**src/design/bsfa_pkg.sv**
```systemverilog
// Shared types and constants for the battery SoC fusion and alarm unit.
// Used by bsfa_div, bsfa_alarm and battery_soc_fusion_alarm_unit.
`default_nettype none

package bsfa_pkg;

   // shared divider sizing
   localparam int DIV_NUM_W = 32;
   localparam int DIV_DEN_W = 17;

   // configuration port
   localparam int CSR_IDX_W  = 3;
   localparam int CSR_DATA_W = 16;

   typedef enum logic [CSR_IDX_W-1:0] {
      REG_MAX_VOLT  = 3'd0,
      REG_WARN_VOLT = 3'd1,
      REG_CRIT_VOLT = 3'd2,
      REG_CAPACITY  = 3'd3,
      REG_FUSE_EN   = 3'd4
   } csr_index_type;

   // alarm machine control from the sequencer
   typedef struct packed {
      logic step;
      logic present;
      logic low_warn_en;
   } alarm_ctrl_type;

   // alarm machine results for the current update
   typedef struct packed {
      logic [1:0] status;
      logic [1:0] warn_level;
      logic [1:0] beep;
      logic       low;
      logic       crit;
   } alarm_out_type;

endpackage

`default_nettype wire

```
**src/design/bsfa_div.sv**
```systemverilog
// Shared restoring divider, one quotient bit per cycle.
// Sizing defaults come from bsfa_pkg.
`default_nettype none

module bsfa_div #(
   parameter int NUM_W = bsfa_pkg::DIV_NUM_W,
   parameter int DEN_W = bsfa_pkg::DIV_DEN_W
) (
   input  wire logic             clock,
   input  wire logic             reset,
   input  wire logic             start,
   input  wire logic [NUM_W-1:0] dividend,
   input  wire logic [DEN_W-1:0] divisor,
   output logic                  done,
   output logic      [NUM_W-1:0] quotient
);

   localparam int CNT_W = $clog2(NUM_W);

   logic [NUM_W-1:0] quot_ff;
   logic [DEN_W-1:0] rem_ff;
   logic [DEN_W-1:0] dsr_ff;
   logic [CNT_W-1:0] cnt_ff;
   logic             busy_ff;
   logic             done_ff;

   logic [DEN_W:0]   trial;
   logic [DEN_W:0]   diff;
   logic             take;
   logic [DEN_W-1:0] rem_in;

   always_comb begin
      trial  = {rem_ff, quot_ff[NUM_W-1]};
      take   = trial >= {1'b0, dsr_ff};
      diff   = trial - {1'b0, dsr_ff};
      rem_in = take ? diff[DEN_W-1:0] : trial[DEN_W-1:0];
   end

   always_ff @(posedge clock) begin
      if (reset) begin
         busy_ff <= 1'b0;
         done_ff <= 1'b0;
         cnt_ff  <= '0;
      end else begin
         done_ff <= 1'b0;
         if (start) begin
            busy_ff <= 1'b1;
            cnt_ff  <= '0;
         end else if (busy_ff) begin
            cnt_ff <= cnt_ff + 1'b1;
            if (cnt_ff == CNT_W'(NUM_W - 1)) begin
               busy_ff <= 1'b0;
               done_ff <= 1'b1;
            end
         end
      end
   end

   always_ff @(posedge clock) begin
      if (start) begin
         quot_ff <= dividend;
         rem_ff  <= '0;
         dsr_ff  <= divisor;
      end else if (busy_ff) begin
         quot_ff <= {quot_ff[NUM_W-2:0], take};
         rem_ff  <= rem_in;
      end
   end

   assign done     = done_ff;
   assign quotient = quot_ff;

endmodule

`default_nettype wire

```
**src/design/bsfa_alarm.sv**
```systemverilog
// Battery status machine with hysteresis, beep code and failsafe flags.
// Uses alarm_ctrl_type and alarm_out_type from bsfa_pkg.
`default_nettype none

module bsfa_alarm (
   input  wire logic                     clock,
   input  wire logic                     reset,
   input  wire bsfa_pkg::alarm_ctrl_type ctrl,
   input  wire logic [7:0]               soc,
   output bsfa_pkg::alarm_out_type       result
);

   typedef enum logic [1:0] {
      ST_NONE = 2'd0,
      ST_OK   = 2'd1,
      ST_WARN = 2'd2,
      ST_CRIT = 2'd3
   } state_type;

   localparam logic [1:0] BEEP_OFF  = 2'd0;
   localparam logic [1:0] BEEP_LOW  = 2'd1;
   localparam logic [1:0] BEEP_CRIT = 2'd2;

   localparam logic [1:0] MODE_NONE = 2'd0;
   localparam logic [1:0] MODE_LOW  = 2'd1;
   localparam logic [1:0] MODE_DEEP = 2'd2;

   localparam logic [7:0] WARN_ENTER = 8'd18;
   localparam logic [7:0] WARN_LEAVE = 8'd22;
   localparam logic [7:0] CRIT_ENTER = 8'd8;
   localparam logic [7:0] CRIT_LEAVE = 8'd12;
   localparam logic [7:0] DEEP_LEVEL = 8'd14;

   state_type  state_ff, state_in, entry;
   logic [1:0] mode_ff, mode_in;
   logic       low_ff, low_in;
   logic       crit_ff, crit_in;
   logic [1:0] beep;

   always_comb begin
      entry = state_ff;
      if (state_ff == ST_NONE && ctrl.present) begin
         entry = ST_OK;
      end else if (state_ff != ST_NONE && !ctrl.present) begin
         entry = ST_NONE;
      end

      state_in = entry;
      mode_in  = mode_ff;
      low_in   = low_ff;
      crit_in  = crit_ff;
      beep     = BEEP_OFF;

      unique case (entry)
         ST_NONE: begin
         end
         ST_OK: begin
            if (soc <= WARN_ENTER && ctrl.low_warn_en) begin
               state_in = ST_WARN;
               low_in   = 1'b1;
               beep     = BEEP_LOW;
            end
         end
         ST_WARN: begin
            if (soc <= CRIT_ENTER) begin
               state_in = ST_CRIT;
               crit_in  = 1'b1;
               low_in   = 1'b0;
               beep     = BEEP_CRIT;
            end else if (soc > WARN_LEAVE) begin
               state_in = ST_OK;
               low_in   = 1'b0;
               mode_in  = MODE_NONE;
            end else begin
               beep    = BEEP_LOW;
               mode_in = (soc <= DEEP_LEVEL) ? MODE_DEEP : MODE_LOW;
            end
         end
         ST_CRIT: begin
            if (soc > CRIT_LEAVE) begin
               state_in = ST_WARN;
               low_in   = 1'b1;
               crit_in  = 1'b0;
               beep     = BEEP_LOW;
            end else begin
               beep = BEEP_CRIT;
            end
         end
      endcase
   end

   always_ff @(posedge clock) begin
      if (reset) begin
         state_ff <= ST_NONE;
         mode_ff  <= MODE_NONE;
         low_ff   <= 1'b0;
         crit_ff  <= 1'b0;
      end else if (ctrl.step) begin
         state_ff <= state_in;
         mode_ff  <= mode_in;
         low_ff   <= low_in;
         crit_ff  <= crit_in;
      end
   end

   always_comb begin
      result.status     = state_in;
      result.warn_level = mode_in;
      result.beep       = beep;
      result.low        = low_in;
      result.crit       = crit_in;
   end

endmodule

`default_nettype wire

```
**src/design/battery_soc_fusion_alarm_unit.sv**
```systemverilog
// Battery SoC fusion and low-battery alarm, top level: sequencer and blend datapath.
// Depends on bsfa_pkg, bsfa_div and bsfa_alarm.
//
// Usage:
//   req_*  : one battery update per transfer (voltage, remaining charge, flags).
//   rsp_*  : one result per update (fused SoC, status, warning level, beep, flags).
//   csr_*  : register writes, index 0..4, always ready; write only while idle.
// Each update runs through one shared 32-step divider three times (voltage SoC,
// charge SoC, dominance bias), then the blend multiply states S_MUL_A and
// S_MUL_B and the percent scaling state S_SCALE on the shared multiplier.
// req_tready is low from the accepting edge until the sequencer is idle again;
// the next update can be accepted in the cycle after the previous result is
// loaded into the output register.
// A result waits in the output register while rsp_tready is low; the next
// update is still accepted and computed, then the sequencer holds its result
// (req_tready low) until the output register is free, so nothing is lost.
// Reset (synchronous, active high) loads the default register values, the
// charge weight of 55 %, a previous SoC of 100 and the not-present status.
`default_nettype none

module battery_soc_fusion_alarm_unit (
   input  wire logic                                clock,
   input  wire logic                                reset,
   // [15:0] compensated_voltage_mv, [31:16] remaining_mah, [32] armed,
   // [33] low_warning_enable, [34] battery_present, [39:35] zero
   input  wire logic [39:0]                         req_tdata,
   input  wire logic                                req_tvalid,
   output logic                                     req_tready,
   // [7:0] fused_soc_pct, [9:8] battery_status, [11:10] warning_level,
   // [13:12] beep_code, [14] low_battery_indicator, [15] inflight_low_indicator
   output logic [15:0]                              rsp_tdata,
   output logic                                     rsp_tvalid,
   input  wire logic                                rsp_tready,
   input  wire logic                                csr_valid,
   output logic                                     csr_ready,
   input  wire logic [bsfa_pkg::CSR_IDX_W-1:0]      csr_index,
   input  wire logic [bsfa_pkg::CSR_DATA_W-1:0]     csr_data
);

   localparam int NUM_W = bsfa_pkg::DIV_NUM_W;
   localparam int DEN_W = bsfa_pkg::DIV_DEN_W;

   typedef enum logic [2:0] {
      S_IDLE  = 3'd0,
      S_DIV_V = 3'd1,
      S_DIV_C = 3'd2,
      S_DIV_B = 3'd3,
      S_MUL_A = 3'd4,
      S_MUL_B = 3'd5,
      S_SCALE = 3'd6,
      S_DONE  = 3'd7
   } seq_state_type;

   // Q8.8 percent constants
   localparam logic [14:0] Q_FULL    = 15'd25600;
   localparam logic [14:0] Q_W_LOW   = 15'd7680;
   localparam logic [14:0] Q_W_MID   = 15'd14080;
   localparam logic [14:0] Q_W_HIGH  = 15'd17920;
   localparam logic [14:0] Q_W_MIN   = 15'd5120;
   localparam logic [14:0] Q_W_MAX   = 15'd19200;
   localparam logic [15:0] Q_FLOOR   = 16'd6400;
   localparam logic [14:0] Q_ARMED   = 15'd1024;
   localparam logic [15:0] Q_STEP    = 16'd512;
   localparam logic [11:0] Q_BIAS    = 12'd3072;
   localparam logic [17:0] Q_CLAMP   = 18'd131072;
   localparam logic signed [35:0] TOTAL_FULL = 36'sd655360000;
   // x / 100 == (x * 5243) >> 19 for x up to 10000
   localparam logic signed [16:0] RECIP_100 = 17'sd5243;

   seq_state_type state_ff;

   // configuration
   logic [15:0] max_ff, warn_ff, crit_ff, cap_ff;
   logic        fuse_en_ff;

   // captured update
   logic [15:0] volt_ff, rem_ff;
   logic        armed_ff, lwe_ff, present_ff;

   // intermediate results
   logic signed [18:0] socv_ff;
   logic [14:0]        socah_ff;
   logic [14:0]        w_new_ff;
   logic signed [35:0] acc_ff;
   logic [7:0]         soc_fuse_ff;

   // persistent fusion state
   logic [14:0] weight_ff;
   logic [7:0]  prev_ff;

   logic        start_ff;
   logic        rsp_valid_ff;
   logic [15:0] rsp_data_ff;

   // divider
   logic             div_done;
   logic [NUM_W-1:0] div_q;
   logic [NUM_W-1:0] div_num;
   logic [DEN_W-1:0] div_den;

   // voltage geometry
   logic signed [17:0] z_s, nv_s, den_s, span_s;
   logic [17:0]        nv_neg, den_neg;
   logic [16:0]        nv_mag, den_mag;
   logic               v_le_w, v_le_z, span_pos;
   logic [16:0]        depth;
   logic [NUM_W-1:0]   num_v, num_c, num_b;
   logic [13:0]        pct_num;

   // per-stage next values
   logic [17:0]        qc;
   logic signed [18:0] socv_in;
   logic [14:0]        socah_in;
   logic [11:0]        bias;
   logic [22:0]        rem100, cap15, cap85;
   logic [14:0]        t0, t1, t2, t3, w_in;
   logic [15:0]        w_up;
   logic [7:0]         fo, lim1, soc_fuse_in;
   logic [7:0]         socv_pct;

   // shared multiplier
   logic signed [18:0] mul_a;
   logic signed [16:0] mul_b;
   logic signed [35:0] prod;

   logic                    out_free;
   logic                    commit;
   logic [7:0]              soc_sel;
   bsfa_pkg::alarm_ctrl_type alarm_ctrl;
   bsfa_pkg::alarm_out_type  alarm_out;

   assign csr_ready  = 1'b1;
   assign req_tready = (state_ff == S_IDLE);
   assign rsp_tvalid = rsp_valid_ff;
   assign rsp_tdata  = rsp_data_ff;
   assign out_free   = !rsp_valid_ff || rsp_tready;
   assign commit     = (state_ff == S_DONE) && out_free;

   always_comb begin
      z_s     = $signed({2'b00, crit_ff}) - 18'sd100;
      nv_s    = $signed({2'b00, volt_ff}) - z_s;
      den_s   = $signed({2'b00, max_ff}) - z_s;
      span_s  = $signed({2'b00, warn_ff}) - z_s;
      nv_neg  = -nv_s;
      den_neg = -den_s;
      nv_mag  = nv_s[17] ? nv_neg[16:0] : nv_s[16:0];
      den_mag = den_s[17] ? den_neg[16:0] : den_s[16:0];
      v_le_w  = volt_ff <= warn_ff;
      v_le_z  = $signed({2'b00, volt_ff}) <= z_s;
      span_pos = !span_s[17] && (span_s != 18'sd0);
      depth   = v_le_z ? span_s[16:0] : {1'b0, warn_ff - volt_ff};
      num_v   = NUM_W'(nv_mag) * NUM_W'(25600);
      num_c   = NUM_W'(rem_ff) * NUM_W'(25600);
      num_b   = NUM_W'(depth) * NUM_W'(3072);

      if (acc_ff[35] || acc_ff == 36'sd0) begin
         pct_num = 14'd0;
      end else if (acc_ff >= TOTAL_FULL) begin
         pct_num = 14'd10000;
      end else begin
         pct_num = acc_ff[29:16];
      end
   end

   always_comb begin
      case (state_ff)
         S_DIV_V: begin
            div_num = num_v;
            div_den = den_mag;
         end
         S_DIV_C: begin
            div_num = num_c;
            div_den = {1'b0, cap_ff};
         end
         default: begin
            div_num = num_b;
            div_den = span_s[16:0];
         end
      endcase
   end

   bsfa_div #(
      .NUM_W (NUM_W),
      .DEN_W (DEN_W)
   ) u_div (
      .clock    (clock),
      .reset    (reset),
      .start    (start_ff),
      .dividend (div_num),
      .divisor  (div_den),
      .done     (div_done),
      .quotient (div_q)
   );

   // voltage SoC, charge SoC, weight target
   always_comb begin
      qc = (div_q > NUM_W'(Q_CLAMP)) ? Q_CLAMP : div_q[17:0];
      if (den_s == 18'sd0) begin
         socv_in = 19'sd0;
      end else if (nv_s[17] ^ den_s[17]) begin
         socv_in = -$signed({1'b0, qc});
      end else begin
         socv_in = $signed({1'b0, qc});
      end

      if (cap_ff == 16'd0) begin
         socah_in = 15'd0;
      end else if (rem_ff >= cap_ff) begin
         socah_in = Q_FULL;
      end else begin
         socah_in = div_q[14:0];
      end

      rem100 = 23'(rem_ff) * 23'd100;
      cap15  = 23'(cap_ff) * 23'd15;
      cap85  = 23'(cap_ff) * 23'd85;
      if (cap_ff == 16'd0 || rem100 <= cap15) begin
         t0 = Q_W_LOW;
      end else if (rem_ff >= cap_ff || rem100 >= cap85) begin
         t0 = Q_W_HIGH;
      end else begin
         t0 = Q_W_MID;
      end

      bias = span_pos ? div_q[11:0] : Q_BIAS;
      if (v_le_w && {1'b0, t0} > Q_FLOOR + {4'd0, bias}) begin
         t1 = t0 - {3'd0, bias};
      end else begin
         t1 = t0;
      end
      t2 = (armed_ff && {1'b0, t1} > Q_FLOOR) ? t1 - Q_ARMED : t1;
      if (t2 < Q_W_MIN) begin
         t3 = Q_W_MIN;
      end else if (t2 > Q_W_MAX) begin
         t3 = Q_W_MAX;
      end else begin
         t3 = t2;
      end

      w_up = {1'b0, weight_ff} + Q_STEP;
      if ({1'b0, t3} > w_up) begin
         w_in = w_up[14:0];
      end else if ({1'b0, t3} + Q_STEP < {1'b0, weight_ff}) begin
         w_in = weight_ff - Q_STEP[14:0];
      end else begin
         w_in = t3;
      end
   end

   // blend products and percent scaling
   always_comb begin
      case (state_ff)
         S_MUL_B: begin
            mul_a = socv_ff;
            mul_b = $signed(17'd25600 - {2'b00, w_new_ff});
         end
         S_SCALE: begin
            mul_a = $signed({5'd0, pct_num});
            mul_b = RECIP_100;
         end
         default: begin
            mul_a = $signed({4'd0, socah_ff});
            mul_b = $signed({2'b00, w_new_ff});
         end
      endcase
      prod = mul_a * mul_b;
   end

   // rate limit and voltage-only percent
   always_comb begin
      fo = prod[26:19];
      if (armed_ff) begin
         lim1 = (fo > prev_ff) ? prev_ff : fo;
         soc_fuse_in = (prev_ff - lim1 > 8'd2) ? prev_ff - 8'd2 : lim1;
      end else begin
         lim1 = prev_ff + 8'd1;
         soc_fuse_in = ({1'b0, fo} > {1'b0, prev_ff} + 9'd1) ? lim1 : fo;
      end

      if (socv_ff[18]) begin
         socv_pct = 8'd0;
      end else if (socv_ff[17:8] > 10'd255) begin
         socv_pct = 8'd255;
      end else begin
         socv_pct = socv_ff[15:8];
      end

      soc_sel = fuse_en_ff ? soc_fuse_ff : socv_pct;
   end

   always_comb begin
      alarm_ctrl.step        = commit;
      alarm_ctrl.present     = present_ff;
      alarm_ctrl.low_warn_en = lwe_ff;
   end

   bsfa_alarm u_alarm (
      .clock  (clock),
      .reset  (reset),
      .ctrl   (alarm_ctrl),
      .soc    (soc_sel),
      .result (alarm_out)
   );

   // configuration registers
   always_ff @(posedge clock) begin
      if (reset) begin
         max_ff     <= 16'd4200;
         warn_ff    <= 16'd3500;
         crit_ff    <= 16'd3300;
         cap_ff     <= 16'd1000;
         fuse_en_ff <= 1'b1;
      end else if (csr_valid) begin
         unique case (csr_index)
            bsfa_pkg::REG_MAX_VOLT:  max_ff     <= csr_data;
            bsfa_pkg::REG_WARN_VOLT: warn_ff    <= csr_data;
            bsfa_pkg::REG_CRIT_VOLT: crit_ff    <= csr_data;
            bsfa_pkg::REG_CAPACITY:  cap_ff     <= csr_data;
            bsfa_pkg::REG_FUSE_EN:   fuse_en_ff <= csr_data[0];
            default: begin
            end
         endcase
      end
   end

   // sequencer
   always_ff @(posedge clock) begin
      if (reset) begin
         state_ff     <= S_IDLE;
         start_ff     <= 1'b0;
         rsp_valid_ff <= 1'b0;
         weight_ff    <= Q_W_MID;
         prev_ff      <= 8'd100;
      end else begin
         start_ff <= 1'b0;
         if (rsp_valid_ff && rsp_tready) begin
            rsp_valid_ff <= 1'b0;
         end

         unique case (state_ff)
            S_IDLE: begin
               if (req_tvalid) begin
                  volt_ff    <= req_tdata[15:0];
                  rem_ff     <= req_tdata[31:16];
                  armed_ff   <= req_tdata[32];
                  lwe_ff     <= req_tdata[33];
                  present_ff <= req_tdata[34];
                  start_ff   <= 1'b1;
                  state_ff   <= S_DIV_V;
               end
            end
            S_DIV_V: begin
               if (div_done) begin
                  socv_ff  <= socv_in;
                  start_ff <= 1'b1;
                  state_ff <= S_DIV_C;
               end
            end
            S_DIV_C: begin
               if (div_done) begin
                  socah_ff <= socah_in;
                  start_ff <= 1'b1;
                  state_ff <= S_DIV_B;
               end
            end
            S_DIV_B: begin
               if (div_done) begin
                  w_new_ff <= w_in;
                  state_ff <= S_MUL_A;
               end
            end
            S_MUL_A: begin
               acc_ff   <= prod;
               state_ff <= S_MUL_B;
            end
            S_MUL_B: begin
               acc_ff   <= acc_ff + prod;
               state_ff <= S_SCALE;
            end
            S_SCALE: begin
               soc_fuse_ff <= soc_fuse_in;
               state_ff    <= S_DONE;
            end
            S_DONE: begin
               if (out_free) begin
                  rsp_valid_ff <= 1'b1;
                  rsp_data_ff  <= {alarm_out.crit, alarm_out.low, alarm_out.beep,
                                   alarm_out.warn_level, alarm_out.status, soc_sel};
                  if (fuse_en_ff) begin
                     weight_ff <= w_new_ff;
                     prev_ff   <= soc_fuse_ff;
                  end
                  state_ff <= S_IDLE;
               end
            end
         endcase
      end
   end

endmodule

`default_nettype wire
```
**config.mk**
```make
export PLATFORM = sky130hd
export DESIGN_NAME = battery_soc_fusion_alarm_unit
export DESIGN_NICKNAME = d
export VERILOG_FILES = /design/src/design/bsfa_pkg.sv /design/src/design/bsfa_div.sv /design/src/design/bsfa_alarm.sv /design/src/design/battery_soc_fusion_alarm_unit.sv
export SDC_FILE = /design/constraint.sdc
export NUM_CORES = 2
export LEC_CHECK = 0
export ABC_AREA = 1
export BUFFER_PORTS_ARGS = -buffer_cell sky130_fd_sc_hd__buf_2
export CORE_AREA = 2 2 358 360
export CTS_CLUSTER_DIAMETER = 60
export DETAILED_ROUTE_END_ITERATION = 6
export DIE_AREA = 0 0 360 362
export SLEW_MARGIN = 30
export SYNTH_ARGS = -nofsm -noshare
export SYNTH_HDL_FRONTEND = slang
export SYNTH_SLANG_ARGS = --single-unit
```
**constraint.sdc**
```tcl
create_clock -name clock -period 12.4 [get_ports clock]
set_input_delay 1.24 -clock clock [delete_from_list [all_inputs] [get_ports clock]]
set_output_delay 1.24 -clock clock [all_outputs]
set_load 0.01 [all_outputs]
```
==> flow_summary.toml <==
[outcome]
status = "finished, final reports clean"

[sta]
hold_viol = 0
rsz0062_at_grt = "no"
drv_slew = 0
worstMarginPinSlew_ps = 1070
fin_skew_ps = 24.7
fin_setup_tns_ps = 0
max-slew-margin-rel_pct = 29.0
period_needed_ps = 11410
period_share_pct = 92.0
setup_viol = 0
fmax_ghz = 0.0877

[floorplanning]
start_util_pct = 33.7
io_pins = 83
die-area_mm2 = 0.130
die_y_um = 362
fp-row-count = 131
core_mm2 = 0.127
die_x_um = 360

[finish]
final_cells = 7260
nets = 6576
drive_above_1_share_pct = 5.95
final_util_pct = 37.1
final_area_mm2 = 0.0470
syn_to_final_growth_pct = 9.83
fill_cells = 13200

[worst_setup_path]
worstPathArrival_ps = 11680
critical_path.max_stage_delay_ps = 550
reg2reg_depth = 59
crit_type = "reg -> reg"
cpMostUsedCell = "inv_1"
worst_path_max_delay_cell = "fa_1"
worst_setup_path_end_kind = "flip-flop"
path_max_fanout = 12
crit_required_ps = 12680
critPathLaunchType = "flip-flop"

[clock_network]
cts-buffers-inserted = 42
clkLatencyLatePin_ps = 600
clk_pin_slew_ps = 60
cts_buffer_depth = 3
clock-sinks = 316
cts_tree = "done"
cts_root_buf = "clkbuf_16"
htreeDepth = 2
cts_hold_buffers = 0

[power_and_ir_drop]
power_switching_uw = 3470
static-leakage-power_uw = 0.0231
vdd_drop_max_mv = 0.131
p_per_area_mw_per_mm2 = 150
p_comb_share_pct = 62.8
switching_share_pct = 49.1
p_seq_share_pct = 19.1
power.internal_uw = 3590
clock_power_share_pct = 18.1

[yosys]
synth_top_family_by_area = "adder cells"
synthSimpleGateAreaFrac_pct = 17.9
yosysWarnings = 0
synth_fa_ha_area_share_pct = 35.0
synthFlopType = "edfxtp_1"
synth_xor_area_share_pct = 5.04
avgSynthCellArea_um2 = 7.82
synth_top_area_share_pct = 19.2
synthArstFlopShare_pct = 0
yosysTopAreaCell = "fa_1"
ys_seq_area_share_pct = 19.3
ys_types = 68
synth_edf_count = 193
synth_compound_area_share_pct = 12.3
syn-num-nets = 6478
synth_area_leaders = "fa_1 19%, ha_1 16%, edfxtp_1 14%"
synth_mux_area_share_pct = 0.0263
synth.ff_latch_count = 316
synthesis.area_mm2 = 0.0428
netlist_instances = 5465

[worst_hold_path]
min_path_cells = 2
hp-class = "reg -> reg"

[global_routing]
grt.total_usage_pct = 18.7
grt_pass1_wl_um = 194000
grt_max_degree = 80
first_global_vias = 35200
grt_overflow_total = 0
antenna_found_initial = 0

[placement]
hpwl_um = 102000
postPlaceCellArea_mm2 = 0.0455
io_buffer_count = 76
dp_cells = 7179
routabilityCongestion = 0.925

[detailed_routing]
wl_per_cell_um = 16.8
vias_per_cell = 4.92
drt_wl_total_um = 122000
drt_iter0_markers = 2499
final_antenna_net_count = 0
drt_pass1_iterations = 6
drc_errors = 0
num_vias = 35700

[job]
drv_cap = 0
[sequential cells by signal (all words and copies together), names as in the netlist, 16 cells and up]
signal          flops
warn_ff            16
max_ff             16
acc_ff             36
rsp_tdata          16
crit_ff            16
cap_ff             16
u_div.dsr_ff       17
socv_ff            19
u_div.quotient     32
volt_ff            16
u_div.rem_ff       17
rem_ff             16
[power groups by stage]
stage	Sequential (µW)	Combinational, µW	Clock (µW)
final	1350	4440	1280
after global placement	1370	4310	0
after global routing	1360	5120	1350
after CTS	1350	4430	1310
after floorplan	1330	3390	0
after detailed placement	1370	4400	0
[layer usage]
layer,GRT usage [%],vias up,wire [µm]
met5,0,-,0
met4,5.18,0,3380
met3,2.03,155,5870
met2,31.4,768,56500
met1,25.5,17000,56400
li1,-,17800,-
[cells in the final DEF (no fill, tap or decap), types with 16 or more instances in the layout]
cell and n:
o211ai_1 25, a21oi_1 401, o21ai_0 319, buf_2 76, nand4_1 38, o21ai_1 26, fa_1 410, edfxtp_1 193
nor4_1 16, xnor2_1 89, clkbuf_16 45, nor2_1 508, clkinv_1 19, o221ai_1 17, nor3_1 69, nand3_1 210
buf_4 83, inv_2 20, nand2_1 904, o21bai_1 30, inv_1 1040, nand2_2 24, xor2_1 157, dfxtp_1 121
ha_1 538
[metrics by stage]
stage	hold slack, ps	total power (µW)	setup WS (ps)
after CTS	473	7090	804
after global routing	511	7830	20.6
after detailed placement	462	5770	847
final	470	7070	993
after floorplan	435	4720	1680
after global placement	456	5680	885
[cells in the mapped netlist, drive strengths merged, types with 39 or more instances]
cell type	instances
nand2	935
ha	538
nor2	521
nand4	39
edfxtp	193
fa	411
inv	1062
nor3	73
o21ai	348
dfxtp	123
nand3	216
clkbuf	98
xnor2	89
a21oi	404
xor2	157
[worst max-delay path, delay by kind of cell (launching register included)]
family | cells | cell delay (ps)
flip-flops | 1 | 470
adder cells (fa/ha/maj) | 11 | 4560
AND/OR/NAND/NOR | 15 | 1760
AO/OA/AOI/OAI | 14 | 1980
XOR/XNOR | 2 | 390
buffers and inverters | 17 | 1930
[timing repair]
| item | 4_1_cts | 5_1_grt |
|---|---|---|
| resized for setup | 0 | 7 |
| endpoints found under the setup margin | 0 | 18 |
| buffers inserted | 0 | 2 |
[worst paths after layout]
| check | slack [ps] | start | endpoint |
|---|---|---|---|
| min reg2reg | 470 | u_alarm.mode_ff[0]$_SDFFE_PP0P_ | u_alarm.mode_ff[0]$_SDFFE_PP0P_ |
| min | 470 | u_alarm.mode_ff[0]$_SDFFE_PP0P_ | u_alarm.mode_ff[0]$_SDFFE_PP0P_ |
| max reg2reg | 990 | w_new_ff[1]$_DFFE_PP_ | soc_fuse_ff[5]$_DFFE_PP_ |
| max | 990 | w_new_ff[1]$_DFFE_PP_ | soc_fuse_ff[5]$_DFFE_PP_ |
[final cells by class]
class / instances / area (µm²) / share of cell area [%]
Multi-Input combinational cell: 3963 / 30100 / 64.0
Sequential cell: 316 / 8260 / 17.6
Inverter: 1080 / 4060 / 8.65
Tap cell: 1662 / 2080 / 4.43
Clock buffer: 54 / 1200 / 2.56
Timing Repair Buffer: 160 / 1030 / 2.20
Clock inverter: 24 / 254 / 0.541
Antenna cell: 1 / 2.50 / 0.00533
[cell families after synthesis]
logic type / after synthesis
and+or+nand+nor: 1827
buffers and inverters: 1186
adders and majority gates: 949
AOI/OAI and AO/OA: 939
DFF: 316
xor gates and xnor gates: 246
other: 1
muxes: 1
Note: power is estimated with default switching activity, not from simulation.
